==> config.mk <==
export PLATFORM = sky130hd
export DESIGN_NAME = edit_distance_engine_top
export DESIGN_NICKNAME = d
export VERILOG_FILES = /design/src/hw/rtl/edd_pkg.sv /design/src/hw/rtl/edd_ram.sv /design/src/hw/rtl/edit_distance_engine_top.sv
export SDC_FILE = /design/constraint.sdc
export NUM_CORES = 2
export LEC_CHECK = 0
export ABC_AREA = 1
export BUFFER_PORTS_ARGS = -buffer_cell sky130_fd_sc_hd__buf_2
export CORE_MARGIN = 2
export CORE_UTILIZATION = 55
export DETAILED_ROUTE_END_ITERATION = 12
export MAX_ROUTING_LAYER = met4
export PLACE_DENSITY_LB_ADDON = 0.1
export RECOVER_POWER = 50
export SLEW_MARGIN = 10
export SYNTH_ARGS = -nofsm -noshare
export SYNTH_HDL_FRONTEND = slang
export SYNTH_HIERARCHICAL = 1
export SYNTH_SLANG_ARGS = --single-unit
==> constraint.sdc <==
create_clock -name i_clk -period 7.4 [get_ports i_clk]
set_input_delay 1.48 -clock i_clk [delete_from_list [all_inputs] [get_ports i_clk]]
set_output_delay 1.48 -clock i_clk [all_outputs]
set_load 0.02 [all_outputs]
==> src/hw/rtl/edd_pkg.sv <==
// Shared types and constants for the edit distance engine.
// Used by edd_ram and edit_distance_engine_top; depends on nothing.
package edd_pkg;

    localparam int MAX_LEN_DEF = 64;
    localparam int SYM_W       = 8;
    localparam int ACT_W       = 2;
    localparam int DIST_W      = 7;

    // Action codes carried in the input word
    localparam logic [ACT_W-1:0] ACT_PATTERN = 2'd0;
    localparam logic [ACT_W-1:0] ACT_TEXT    = 2'd1;
    localparam logic [ACT_W-1:0] ACT_COMPUTE = 2'd2;

    typedef struct packed {
        logic [ACT_W-1:0] action;
        logic [SYM_W-1:0] symbol;
    } t_in_word;

    typedef struct packed {
        logic [DIST_W-1:0] distance;
        logic              overflow;
    } t_out_word;

    typedef enum logic [2:0] {
        ST_IDLE,
        ST_INIT,
        ST_ROW_RD,
        ST_ROW_LD,
        ST_CELL_RD,
        ST_CELL_CALC,
        ST_DONE
    } t_state;

endpackage

==> src/hw/rtl/edd_ram.sv <==
// Generic single-write, single-read RAM with registered read data.
// Depends on edd_pkg for default sizes only.
module edd_ram #(
    parameter int WIDTH = edd_pkg::SYM_W,
    parameter int DEPTH = edd_pkg::MAX_LEN_DEF,
    localparam int AW   = (DEPTH > 1) ? $clog2(DEPTH) : 1
) (
    input  logic             i_clk,
    input  logic             i_wr_en,
    input  logic [AW-1:0]    i_wr_addr,
    input  logic [WIDTH-1:0] i_wr_data,
    input  logic [AW-1:0]    i_rd_addr,
    output logic [WIDTH-1:0] o_rd_data
);

    logic [WIDTH-1:0] r_mem [DEPTH];
    logic [WIDTH-1:0] r_rd_data;

    always_ff @(posedge i_clk) begin
        if (i_wr_en) begin
            r_mem[i_wr_addr] <= i_wr_data;
        end
        r_rd_data <= r_mem[i_rd_addr];
    end

    assign o_rd_data = r_rd_data;

endmodule

==> src/hw/rtl/edit_distance_engine_top.sv <==
// Levenshtein edit distance engine, top level. Uses edd_pkg and edd_ram.
// Append words are accepted back to back while idle. A compute word holds the input
// stalled until its result is loaded into the output register. Each table cell takes
// a read state (ST_CELL_RD) and a compute state (ST_CELL_CALC), using one
// row-buffer RAM and one shared min-of-three unit.
// Reset (synchronous, active low) clears lengths, drop flag, loop indices, state and output valid.
module edit_distance_engine_top #(
    parameter int MAX_LEN = edd_pkg::MAX_LEN_DEF
) (
    input  logic              i_clk,
    input  logic              i_rst_n,
    input  logic              i_in_valid,
    input  edd_pkg::t_in_word i_in_word,
    output logic              o_in_stall,
    output logic              o_out_valid,
    output edd_pkg::t_out_word o_out_word,
    input  logic              i_out_stall
);

    // LW holds a length 0..MAX_LEN and also addresses the row buffer (MAX_LEN+1 deep)
    localparam int LW = $clog2(MAX_LEN + 1);
    localparam int AW = (MAX_LEN > 1) ? $clog2(MAX_LEN) : 1;
    localparam int SW = LW + 1;
    localparam int DW = edd_pkg::DIST_W;
    localparam int BW = edd_pkg::SYM_W;

    // Control registers
    edd_pkg::t_state r_state, n_state;
    logic [LW-1:0]   r_pat_len, n_pat_len;
    logic [LW-1:0]   r_txt_len, n_txt_len;
    logic            r_dropped, n_dropped;
    logic [LW-1:0]   r_i, n_i;
    logic [LW-1:0]   r_j, n_j;
    logic            r_out_valid, n_out_valid;

    // Datapath registers
    logic [BW-1:0]      r_pc, n_pc;
    logic [LW-1:0]      r_diag, n_diag;
    logic [LW-1:0]      r_left, n_left;
    edd_pkg::t_out_word r_out_word, n_out_word;

    // RAM ports
    logic          pat_we, txt_we, row_we;
    logic [AW-1:0] pat_ra, txt_ra;
    logic [LW-1:0] row_wa, row_ra, row_wd, row_rd;
    logic [BW-1:0] pat_rd, txt_rd;

    // Shared cell unit: min of above+1, left+1, diag+cost
    logic [SW-1:0] up_sum, left_sum, diag_sum, min_ab, min_abc;
    logic          cost;

    edd_ram #(.WIDTH(BW), .DEPTH(MAX_LEN)) u_pat_ram (
        .i_clk     (i_clk),
        .i_wr_en   (pat_we),
        .i_wr_addr (AW'(r_pat_len)),
        .i_wr_data (i_in_word.symbol),
        .i_rd_addr (pat_ra),
        .o_rd_data (pat_rd)
    );

    edd_ram #(.WIDTH(BW), .DEPTH(MAX_LEN)) u_txt_ram (
        .i_clk     (i_clk),
        .i_wr_en   (txt_we),
        .i_wr_addr (AW'(r_txt_len)),
        .i_wr_data (i_in_word.symbol),
        .i_rd_addr (txt_ra),
        .o_rd_data (txt_rd)
    );

    edd_ram #(.WIDTH(LW), .DEPTH(MAX_LEN + 1)) u_row_ram (
        .i_clk     (i_clk),
        .i_wr_en   (row_we),
        .i_wr_addr (row_wa),
        .i_wr_data (row_wd),
        .i_rd_addr (row_ra),
        .o_rd_data (row_rd)
    );

    // Read addresses matter only in the read states; drive them freely otherwise
    assign pat_ra = AW'(r_i - LW'(1));
    assign txt_ra = AW'(r_j - LW'(1));
    assign row_ra = (r_state == edd_pkg::ST_ROW_RD) ? '0 : r_j;

    assign cost     = (r_pc != txt_rd);
    assign up_sum   = SW'(row_rd) + SW'(1);
    assign left_sum = SW'(r_left) + SW'(1);
    assign diag_sum = SW'(r_diag) + SW'(cost);
    assign min_ab   = (up_sum < left_sum) ? up_sum : left_sum;
    assign min_abc  = (min_ab < diag_sum) ? min_ab : diag_sum;

    // Take input words only while idle; a finished result may still be waiting
    assign o_in_stall  = (r_state != edd_pkg::ST_IDLE);
    assign o_out_valid = r_out_valid;
    assign o_out_word  = r_out_word;

    always_comb begin
        n_state     = r_state;
        n_pat_len   = r_pat_len;
        n_txt_len   = r_txt_len;
        n_dropped   = r_dropped;
        n_i         = r_i;
        n_j         = r_j;
        n_out_valid = r_out_valid;
        n_pc        = r_pc;
        n_diag      = r_diag;
        n_left      = r_left;
        n_out_word  = r_out_word;
        pat_we      = 1'b0;
        txt_we      = 1'b0;
        row_we      = 1'b0;
        row_wa      = r_j;
        row_wd      = r_j;

        // Drop the output word once the sink takes it
        if (r_out_valid && !i_out_stall) begin
            n_out_valid = 1'b0;
        end

        case (r_state)
            edd_pkg::ST_IDLE: begin
                if (i_in_valid) begin
                    case (i_in_word.action)
                        edd_pkg::ACT_PATTERN: begin
                            // Append, or drop the byte and flag it when full
                            if (r_pat_len < LW'(MAX_LEN)) begin
                                pat_we    = 1'b1;
                                n_pat_len = r_pat_len + LW'(1);
                            end else begin
                                n_dropped = 1'b1;
                            end
                        end
                        edd_pkg::ACT_TEXT: begin
                            if (r_txt_len < LW'(MAX_LEN)) begin
                                txt_we    = 1'b1;
                                n_txt_len = r_txt_len + LW'(1);
                            end else begin
                                n_dropped = 1'b1;
                            end
                        end
                        edd_pkg::ACT_COMPUTE: begin
                            n_j     = '0;
                            n_state = edd_pkg::ST_INIT;
                        end
                        default: begin
                            // Unused action: no result, no state change
                        end
                    endcase
                end
            end

            edd_pkg::ST_INIT: begin
                // Seed row zero of the table: row[j] = j
                row_we = 1'b1;
                row_wa = r_j;
                row_wd = r_j;
                n_left = r_j;
                if (r_j == r_txt_len) begin
                    if (r_pat_len == '0) begin
                        n_state = edd_pkg::ST_DONE;
                    end else begin
                        n_i     = LW'(1);
                        n_state = edd_pkg::ST_ROW_RD;
                    end
                end else begin
                    n_j = r_j + LW'(1);
                end
            end

            edd_pkg::ST_ROW_RD: begin
                // Pattern byte i-1 and row[0] come back next cycle
                n_state = edd_pkg::ST_ROW_LD;
            end

            edd_pkg::ST_ROW_LD: begin
                n_pc   = pat_rd;
                n_diag = row_rd;
                row_we = 1'b1;
                row_wa = '0;
                row_wd = r_i;
                n_left = r_i;
                n_j    = LW'(1);
                if (r_txt_len == '0) begin
                    if (r_i == r_pat_len) begin
                        n_state = edd_pkg::ST_DONE;
                    end else begin
                        n_i     = r_i + LW'(1);
                        n_state = edd_pkg::ST_ROW_RD;
                    end
                end else begin
                    n_state = edd_pkg::ST_CELL_RD;
                end
            end

            edd_pkg::ST_CELL_RD: begin
                // Text byte j-1 and row[j] (the cell above) come back next cycle
                n_state = edd_pkg::ST_CELL_CALC;
            end

            edd_pkg::ST_CELL_CALC: begin
                // Values never exceed MAX_LEN, so the narrowing is lossless
                row_we = 1'b1;
                row_wa = r_j;
                row_wd = LW'(min_abc);
                n_left = LW'(min_abc);
                n_diag = row_rd;
                if (r_j == r_txt_len) begin
                    if (r_i == r_pat_len) begin
                        n_state = edd_pkg::ST_DONE;
                    end else begin
                        n_i     = r_i + LW'(1);
                        n_state = edd_pkg::ST_ROW_RD;
                    end
                end else begin
                    n_j     = r_j + LW'(1);
                    n_state = edd_pkg::ST_CELL_RD;
                end
            end

            edd_pkg::ST_DONE: begin
                // Hold until the output register is free, then load it and clear
                if (!r_out_valid || !i_out_stall) begin
                    n_out_valid         = 1'b1;
                    n_out_word.distance = DW'(r_left);
                    n_out_word.overflow = r_dropped;
                    n_pat_len           = '0;
                    n_txt_len           = '0;
                    n_dropped           = 1'b0;
                    n_state             = edd_pkg::ST_IDLE;
                end
            end

            default: begin
                n_state = edd_pkg::ST_IDLE;
            end
        endcase
    end

    always_ff @(posedge i_clk) begin
        if (!i_rst_n) begin
            r_state     <= edd_pkg::ST_IDLE;
            r_pat_len   <= '0;
            r_txt_len   <= '0;
            r_dropped   <= 1'b0;
            r_i         <= '0;
            r_j         <= '0;
            r_out_valid <= 1'b0;
        end else begin
            r_state     <= n_state;
            r_pat_len   <= n_pat_len;
            r_txt_len   <= n_txt_len;
            r_dropped   <= n_dropped;
            r_i         <= n_i;
            r_j         <= n_j;
            r_out_valid <= n_out_valid;
        end
    end

    always_ff @(posedge i_clk) begin
        r_pc       <= n_pc;
        r_diag     <= n_diag;
        r_left     <= n_left;
        r_out_word <= n_out_word;
    end

    // Lengths never pass the store depth
    a_len_bound: assert property (@(posedge i_clk) disable iff (!i_rst_n)
        (r_pat_len <= LW'(MAX_LEN)) && (r_txt_len <= LW'(MAX_LEN)))
        else $error("string length beyond store depth");

    // A table cell always lies inside the loaded strings
    a_cell_range: assert property (@(posedge i_clk) disable iff (!i_rst_n)
        (r_state == edd_pkg::ST_CELL_CALC) |->
            (r_j != '0) && (r_j <= r_txt_len) && (r_i != '0) && (r_i <= r_pat_len))
        else $error("cell index outside table");

    // Handing off a result presents it and clears lengths and flag
    a_done_clear: assert property (@(posedge i_clk) disable iff (!i_rst_n)
        (r_state == edd_pkg::ST_DONE && (!r_out_valid || !i_out_stall)) |=>
            (r_out_valid && r_pat_len == '0 && r_txt_len == '0 && !r_dropped &&
             r_state == edd_pkg::ST_IDLE))
        else $error("result handoff did not clear state");

    // Only a compute word leaves idle
    a_start: assert property (@(posedge i_clk) disable iff (!i_rst_n)
        (r_state == edd_pkg::ST_IDLE && n_state != edd_pkg::ST_IDLE) |->
            (i_in_valid && i_in_word.action == edd_pkg::ACT_COMPUTE))
        else $error("left idle without compute word");

endmodule
After elaboration in Yosys (flattened, before gate mapping)

Memory sizes are Yosys's and may differ from the RTL's. A register that Yosys moved wholly into a read port is not among the register bits.
Index checks and enable logic that the tools add are counted.

Register bits: 63
Bits in latches: 0
Memory bits (writable): 1479
Memory bits (read-only): 0
Input port bits: 14
Output and inout port bits: 10
Logic and storage cells: 134
Memories: 3

Memories:

| name            | words | width | rd ports | clocked after memory_dff | write ports | line          | text |
|---|---|---|---|---|---|---|---|
| u_pat_ram.r_mem | 64    | 8     | 1        | 1                        | 1           | edd_ram.sv:16 | `logic [WIDTH-1:0] r_mem [DEPTH];` |
| u_txt_ram.r_mem | 64    | 8     | 1        | 1                        | 1           | edd_ram.sv:16 |  |
| u_row_ram.r_mem | 65    | 7     | 1        | 1                        | 1           | edd_ram.sv:16 |  |

Add/sub/neg operators: 9
Multiply operators: 0
Divide/modulo/power cells: 0
$lt $le $gt $ge: 4
Eq/ne operators: 26
Shifts and indexed selects: 0
Mux-type cells: 58
Bitwise operators: 0
Reduce and logical (&&, ||, !) cells: 22

Operators with widths:

| kind                                                                    | number |
|---|---|
| 7-bit two-way mux                                                       | 18 |
| 7-bit one-hot mux with 3 select lines                                   | 3 |
| 7-bit one-hot mux with 2 select lines                                   | 3 |
| 7-bit by 1-bit adder with 7-bit output, second input constant           | 4 |
| 3-bit two-way mux                                                       | 8 |
| 1-bit two-way mux                                                       | 22 |
| 3-bit one-hot mux with 7 select lines                                   | 1 |
| 2-bit inequality test, second input constant                            | 9 |
| 7-bit by 1-bit adder with 8-bit output, second input constant           | 2 |
| 8-bit less-than comparator                                              | 2 |
| 5-bit AND reduction                                                     | 3 |
| 7-bit equality test                                                     | 2 |
| 7-bit zero test                                                         | 2 |
| 7-bit less-than comparator, second input constant                       | 2 |
| 6-bit by 1-bit subtractor with 6-bit output, second input constant      | 2 |
| 3-bit equality test, second input constant                              | 3 |
| 3-bit nonzero test                                                      | 3 |
| 7-bit by 1-bit adder with 8-bit output                                  | 1 |
| 8-bit two-way mux                                                       | 1 |
| 8-bit inequality test                                                   | 1 |
| 4-bit AND reduction                                                     | 2 |
| 3-bit by 2-bit equality test with 1-bit output, second input constant   | 2 |
| 2-bit by 1-bit inequality test with 1-bit output, second input constant | 3 |
| 3-bit inequality test, second input constant                            | 2 |
| 15 further kinds                                                        | 18 |

Longest topological paths before layout

Word-level depth: 7
Depth in mapped cells: 24
Depth with buffers taken out: 24

Cells and area by module

Netlist, hierarchy kept.

Modules (own cells, without submodules):

| module                   | times used | cells an instance | area an instance (sq um) | seq. area each (sq um) |
|---|---|---|---|---|
| edd_ram (u_pat_ram ...)  | 2          | 1805              | 21339.2                  | 15534.9 |
| edd_ram (u_row_ram)      | 1          | 1612              | 18866.8                  | 13803.2 |
| edit_distance_engine_top | 1          | 519               | 4194.0                   | 1561.5 |

Worst setup path before layout

Ideal clock, no wire load.

Path type: register -> register
Start point: register r_left[0]
End point: register r_left[0] (data pin)
Library setup time: 0.360 ns
Arrival time: 4.089 ns
Data required time: 7.040 ns
Slack: 2.951 ns
Stages on the path, launching flop included: 19
Buffers on the path: 0
Clock period less this slack: 4.449 ns
Path through: edfxtp_1 ha_1 nand3_1 nand3b_1 xor2_1 ha_1 nand2_1 o21a_1 nand2_2 inv_1 o21ai_0 ha_1 a21oi_1 nor2_1 a211oi_1 nand2_1 nand2_1 nand3_1 nand2_1

Longest elaborated chain between the ends: 6

Ends and longest elaborated chain:

| element                                  | line                            | text |
|---|---|---|
| from (decl)                              | edit_distance_engine_top.sv:39  | `logic [LW-1:0] r_left, n_left;` |
| from (signal assigned)                   | edit_distance_engine_top.sv:261 | `r_left <= n_left;` |
| 7-bit by 1-bit adder with 8-bit output * | edit_distance_engine_top.sv:86  | `assign left_sum = SW'(r_left) + SW'(1);` |
| 8-bit less-than comparator               | edit_distance_engine_top.sv:88  | `assign min_ab = (up_sum < left_sum) ? up_sum : left_sum;` |
| 8-bit two-way mux *                      | edit_distance_engine_top.sv:88  |  |
| 8-bit less-than comparator               | edit_distance_engine_top.sv:89  | `assign min_abc = (min_ab < diag_sum) ? min_ab : diag_sum;` |
| 7-bit two-way mux *                      | edit_distance_engine_top.sv:89  |  |
| 7-bit one-hot mux with 3 select lines *  | edit_distance_engine_top.sv:119 | `case (r_state)` |
| via n_left[0]                            | edit_distance_engine_top.sv:39  |  |

The timed path passes the listed nets; every way through them passes the cells marked *.
A chain may end at the register's enable or synchronous reset.

Worst setup path in the final report

Start point: register r_state[0]
End point: memory u_row_ram/r_mem[12][5] (netlist name), enable pin

Longest elaborated chain between the ends: 5
Elaborated cells on any way between the ends: 8
Classes of those cells: eq/ne (3); mux (4); reduce/logical (1)

Ends and longest elaborated chain:

| element                                     | line                            | text |
|---|---|---|
| from (decl)                                 | edit_distance_engine_top.sv:28  | `edd_pkg::t_state r_state, n_state;` |
| from (signal assigned)                      | edit_distance_engine_top.sv:240 | `r_state <= edd_pkg::ST_IDLE;` |
| from (signal assigned)                      | edit_distance_engine_top.sv:248 | `r_state <= n_state;` |
| 3-bit equality test (tied with other cells) | edit_distance_engine_top.sv:119 |  |
| 3-bit OR reduction (no line) *              | --                              |  |
| 1-bit two-way mux *                         | edit_distance_engine_top.sv:119 |  |
| via row_we                                  | edit_distance_engine_top.sv:43  | `logic pat_we, txt_we, row_we;` |
| 1-bit two-way mux *                         | edd_ram.sv:20                   | `if (i_wr_en) begin` |
| 1-bit two-way mux (not written as such) *   | edd_ram.sv:21                   | `r_mem[i_wr_addr] <= i_wr_data;` |
| to (decl)                                   | edd_ram.sv:16                   |  |

Marked as above.

==> impl_metrics.xml <==
<?xml version="1.0" encoding="UTF-8"?>
<metrics>
  <group name="sta">
    <metric name="grt_setup_unrepaired" unit="">false</metric>
    <metric name="final-setup-viol-count" unit="">0</metric>
    <metric name="clock_skew" unit="ns">0.0392</metric>
    <metric name="period_share" unit="%">78.6</metric>
    <metric name="post-route-min-period" unit="ns">5.82</metric>
    <metric name="timing_hold_violations_final" unit="">0</metric>
    <metric name="fmax" unit="GHz">0.172</metric>
    <metric name="totalNegativeSetupSlack" unit="ns">0</metric>
    <metric name="relSlewSlack" unit="%">-190</metric>
    <metric name="finalMaxSlewViolations" unit="">1052</metric>
    <metric name="worst_slew_pin_slew" unit="ns">4.35</metric>
  </group>
  <group name="floorplan">
    <metric name="floorplan.initialDensity" unit="%">55.6</metric>
    <metric name="io-pin-count" unit="">24</metric>
    <metric name="fp.dieH" unit="um">350</metric>
    <metric name="die_width" unit="um">350</metric>
    <metric name="dieArea" unit="sq um">122000</metric>
    <metric name="core-area" unit="sq um">118000</metric>
    <metric name="row_count" unit="">126</metric>
  </group>
  <group name="clock_network">
    <metric name="clk_tree_root_cell" unit="">sky130_fd_sc_hd__clkbuf_16</metric>
    <metric name="source_to_sink_clock_delay_at_the_later_pin_of_the_worst_skew_pair" unit="ns">0.77</metric>
    <metric name="cts_buffer_depth" unit="">3</metric>
    <metric name="tritoncts_clock_tree" unit="">done</metric>
    <metric name="clkSinkCount" unit="">1565</metric>
    <metric name="htreeDepth" unit="">4</metric>
    <metric name="clkTransAtPathRegs" unit="ns">0.06</metric>
    <metric name="num_cts_buffers" unit="">160</metric>
    <metric name="cts.hold.buffers_added" unit="">0</metric>
    <metric name="postcts_resize_cnt" unit="">0</metric>
    <metric name="cts_setup_buffers" unit="">0</metric>
  </group>
  <group name="global_routing">
    <metric name="antenna_found_initial" unit="">2</metric>
    <metric name="first_global_vias" unit="">40329</metric>
    <metric name="grt_start_max_net_pins" unit="">195</metric>
    <metric name="global_route_wire_length_before_repair" unit="mm">249</metric>
    <metric name="grt.overflow.total" unit="">0</metric>
    <metric name="total_grt_usage" unit="%">27.9</metric>
  </group>
  <group name="critical_path">
    <metric name="worstPathCellList" unit="">inv_1, nor3_1, inv_1, nand2_1, nand3_1, nor2_1</metric>
    <metric name="cp_data_arrival_time" unit="ns">6.18</metric>
    <metric name="critical-path-top-cell-by-count" unit="">sky130_fd_sc_hd__inv_1</metric>
    <metric name="endpoint_kind" unit="">flop</metric>
    <metric name="worst_r2r_path_cells" unit="">6</metric>
    <metric name="critical-path-max-stage-delay" unit="ns">2.01</metric>
    <metric name="critical_path_peak_fanout" unit="">20</metric>
    <metric name="timing.critical_path.from_type" unit="">flop</metric>
    <metric name="path_class" unit="">flop to flop</metric>
    <metric name="critPathRequiredTime" unit="ns">7.76</metric>
    <metric name="crit_slowest_cell" unit="">sky130_fd_sc_hd__nor3_1</metric>
  </group>
  <group name="yosys">
    <metric name="seq_area_frac_synth" unit="%">70.6</metric>
    <metric name="yosys_warnings" unit="">6</metric>
    <metric name="asyncSetResetFlopFracSynth" unit="%">0</metric>
    <metric name="netlist_instances" unit="">5741</metric>
    <metric name="yosys.area.top_type_share" unit="%">68.9</metric>
    <metric name="number_of_flops_mapped_to_enable_cells_by_yosys" unit="">1509</metric>
    <metric name="synthDistinctLibCells" unit="">55</metric>
    <metric name="dominantRegCellSynth" unit="">sky130_fd_sc_hd__edfxtp_1</metric>
    <metric name="mappedNetlistArea" unit="sq um">65700</metric>
    <metric name="synth.ff_latch_count" unit="">1565</metric>
    <metric name="syn_nets" unit="">5781</metric>
    <metric name="synthTopCellsByArea" unit="">sky130_fd_sc_hd__edfxtp_1 69%, sky130_fd_sc_hd__nand2_1 11%, sky130_fd_sc_hd__nand3_1 10%</metric>
    <metric name="synth.largest_area_cell" unit="">sky130_fd_sc_hd__edfxtp_1</metric>
    <metric name="syn_avg_cell_area" unit="sq um">11.5</metric>
  </group>
  <group name="min_path">
    <metric name="worst_hold_path.num_cells" unit="">0</metric>
    <metric name="hold_path_class" unit="">flop to flop</metric>
  </group>
  <group name="route">
    <metric name="ant_nets" unit="">0</metric>
    <metric name="vias_per_cell" unit="">5.86</metric>
    <metric name="via_count" unit="">42866</metric>
    <metric name="wire_per_inst" unit="um">22.6</metric>
    <metric name="dr.first_iter.drc_count" unit="">4997</metric>
    <metric name="detailedRoute.firstPassIterationCount" unit="">7</metric>
    <metric name="wirelength" unit="mm">165</metric>
    <metric name="detail_route.drc_violations" unit="">0</metric>
  </group>
  <group name="power_and_ir_drop">
    <metric name="p_sw_share" unit="%">25.2</metric>
    <metric name="static-leakage-power" unit="nW">25.3</metric>
    <metric name="power_per_cell_area" unit="nW/um^2">284</metric>
    <metric name="p_int" unit="W">0.0151</metric>
    <metric name="power_frac_comb" unit="%">11.8</metric>
    <metric name="vdd_drop_max" unit="mV">0.246</metric>
    <metric name="p_sw" unit="W">0.00511</metric>
    <metric name="clock_power_share" unit="%">39.7</metric>
    <metric name="seq_power_share" unit="%">48.5</metric>
  </group>
  <group name="status">
    <metric name="status" unit="">finished, violations left</metric>
    <metric name="failed_checks" unit="">capacitance limit, slew limit</metric>
  </group>
  <group name="cells_and_area">
    <metric name="final_cell_utilization_of_the_core" unit="%">60.2</metric>
    <metric name="drive_gt1_share" unit="%">5.53</metric>
    <metric name="n_fill_cell" unit="">9605</metric>
    <metric name="area_growth_syn_to_layout" unit="%">8.25</metric>
    <metric name="nNetsFinal" unit="">5695</metric>
    <metric name="layout_commonest_cell" unit="">sky130_fd_sc_hd__nand2_1</metric>
    <metric name="mostFrequentLayoutCells" unit="">1925 x sky130_fd_sc_hd__nand2_1, 1509 x sky130_fd_sc_hd__edfxtp_1, 1318 x sky130_fd_sc_hd__nand3_1, 225 x sky130_fd_sc_hd__nor2_1, 165 x sky130_fd_sc_hd__clkbuf_16</metric>
  </group>
  <group name="placement">
    <metric name="detailed_place_hpwl" unit="mm">94.0</metric>
    <metric name="gp_congestion" unit="">0.896</metric>
    <metric name="io_buffer_count" unit="">23</metric>
  </group>
  <group name="job">
    <metric name="drv_cap" unit="">21</metric>
  </group>
</metrics>
## flip-flops by register name (all words and copies together), names as in the netlist
register and count:
u_pat_ram/r_mem 512, u_txt_ram/r_mem 512, u_row_ram/r_mem 455, o_out_word 8
r_pc 8, u_pat_ram/o_rd_data 8, u_txt_ram/o_rd_data 8, r_diag 7
r_i 7, r_j 7, r_left 7, r_pat_len 7
r_txt_len 7, u_row_ram/o_rd_data 7, r_state 3, o_out_valid 1
r_dropped 1
## metal layers
| metal | vias up | routed length [um] | GRT usage [%] |
|---|---|---|---|
| met1 | 20904 | 70900 | 39.2 |
| li1 | 19929 | - | - |
| met4 | 0 | 4620 | 8.51 |
| met3 | 278 | 13100 | 4.49 |
| met2 | 1755 | 76700 | 42.1 |
| met5 | - | 0 | - |
## layout make-up
type,count,area (sq um),area share (%)
antenna,2,5.00,0.00703
clock inverter,98,980,1.38
inverter,129,532,0.747
tap,1536,1920,2.70
timing repair buffer,79,473,0.665
multi-input combinational,3720,16600,23.3
clock buffer,191,4240,5.95
sequential,1565,46400,65.2
## Yosys cell counts (all sizes together), types with 2 or more instances
cell / number
and2: 2
clkinv: 2
xnor2: 11
a21oi: 22
dfxtp: 56
nand3: 1318
nor3: 29
or2: 2
clkbuf: 46
xor2: 31
o21ai: 19
nand2: 1938
nor3b: 10
o22ai: 6
edfxtp: 1509
inv: 127
ha: 26
nor2: 233
nand4: 30
nand3b: 4
a211oi: 9
buf: 281
nor4: 20
a31oi: 2
## power groups by stage
stage,sequential [W],clock [W],combinational [W]
after detailed placement,0.0100,0,0.00238
after global routing,0.00982,0.00852,0.00263
after CTS,0.00981,0.00817,0.00239
after floorplan,0.00998,0,0.00168
after global placement,0.00999,0,0.00237
final,0.00982,0.00803,0.00239
## final timing paths
| check | slack [ns] | start | to |
|---|---|---|---|
| setup / recovery | 1.58 | r_state[0]$_SDFFE_PN0P_ | u_row_ram/r_mem[12][5]$_DFFE_PP_ |
| hold / removal | 0.40 | u_pat_ram/o_rd_data[4]$_DFF_P_ | r_pc[4]$_DFFE_PN_ |
| setup reg to reg | 1.58 | r_state[0]$_SDFFE_PN0P_ | u_row_ram/r_mem[12][5]$_DFFE_PP_ |
| hold reg to reg | 0.40 | u_pat_ram/o_rd_data[4]$_DFF_P_ | r_pc[4]$_DFFE_PN_ |
## cell families after synthesis
logic type	Yosys count	synth area share (%)
and+or+nand+nor	3587	23.6
DFF	1565	70.6
buffers and inverters	456	4.14
AOI/OAI and AO/OA	65	0.601
xor gates and xnor gates	42	0.560
adders and majority gates	26	0.495
## worst max-delay path, delay by kind of cell, from the launching register on
| kind | cells | cell delay, ns |
|---|---|---|
| flops | 1 | 0.39 |
| simple gates | 4 | 4.25 |
| buf+inv | 2 | 0.76 |
## per-stage QoR
| stage | cells | hold slack, ns | area [sq um] | setup slack, ns | total power (W) |
|---|---|---|---|---|---|
| CTS | 7318 | 0.398 | 71400 | 2.09 | 0.0204 |
| detailed placement | 7029 | 0.389 | 66200 | 2.11 | 0.0124 |
| global route | 7320 | 0.402 | 71200 | 1.12 | 0.0210 |
| finish | 7320 | 0.397 | 71200 | 1.58 | 0.0202 |
| global placement | 7029 | 0.390 | 66200 | 2.13 | 0.0124 |
| floorplan | 5741 | 0.386 | 65700 | 2.95 | 0.0117 |
Note: power is estimated with default switching activity, not from simulation.
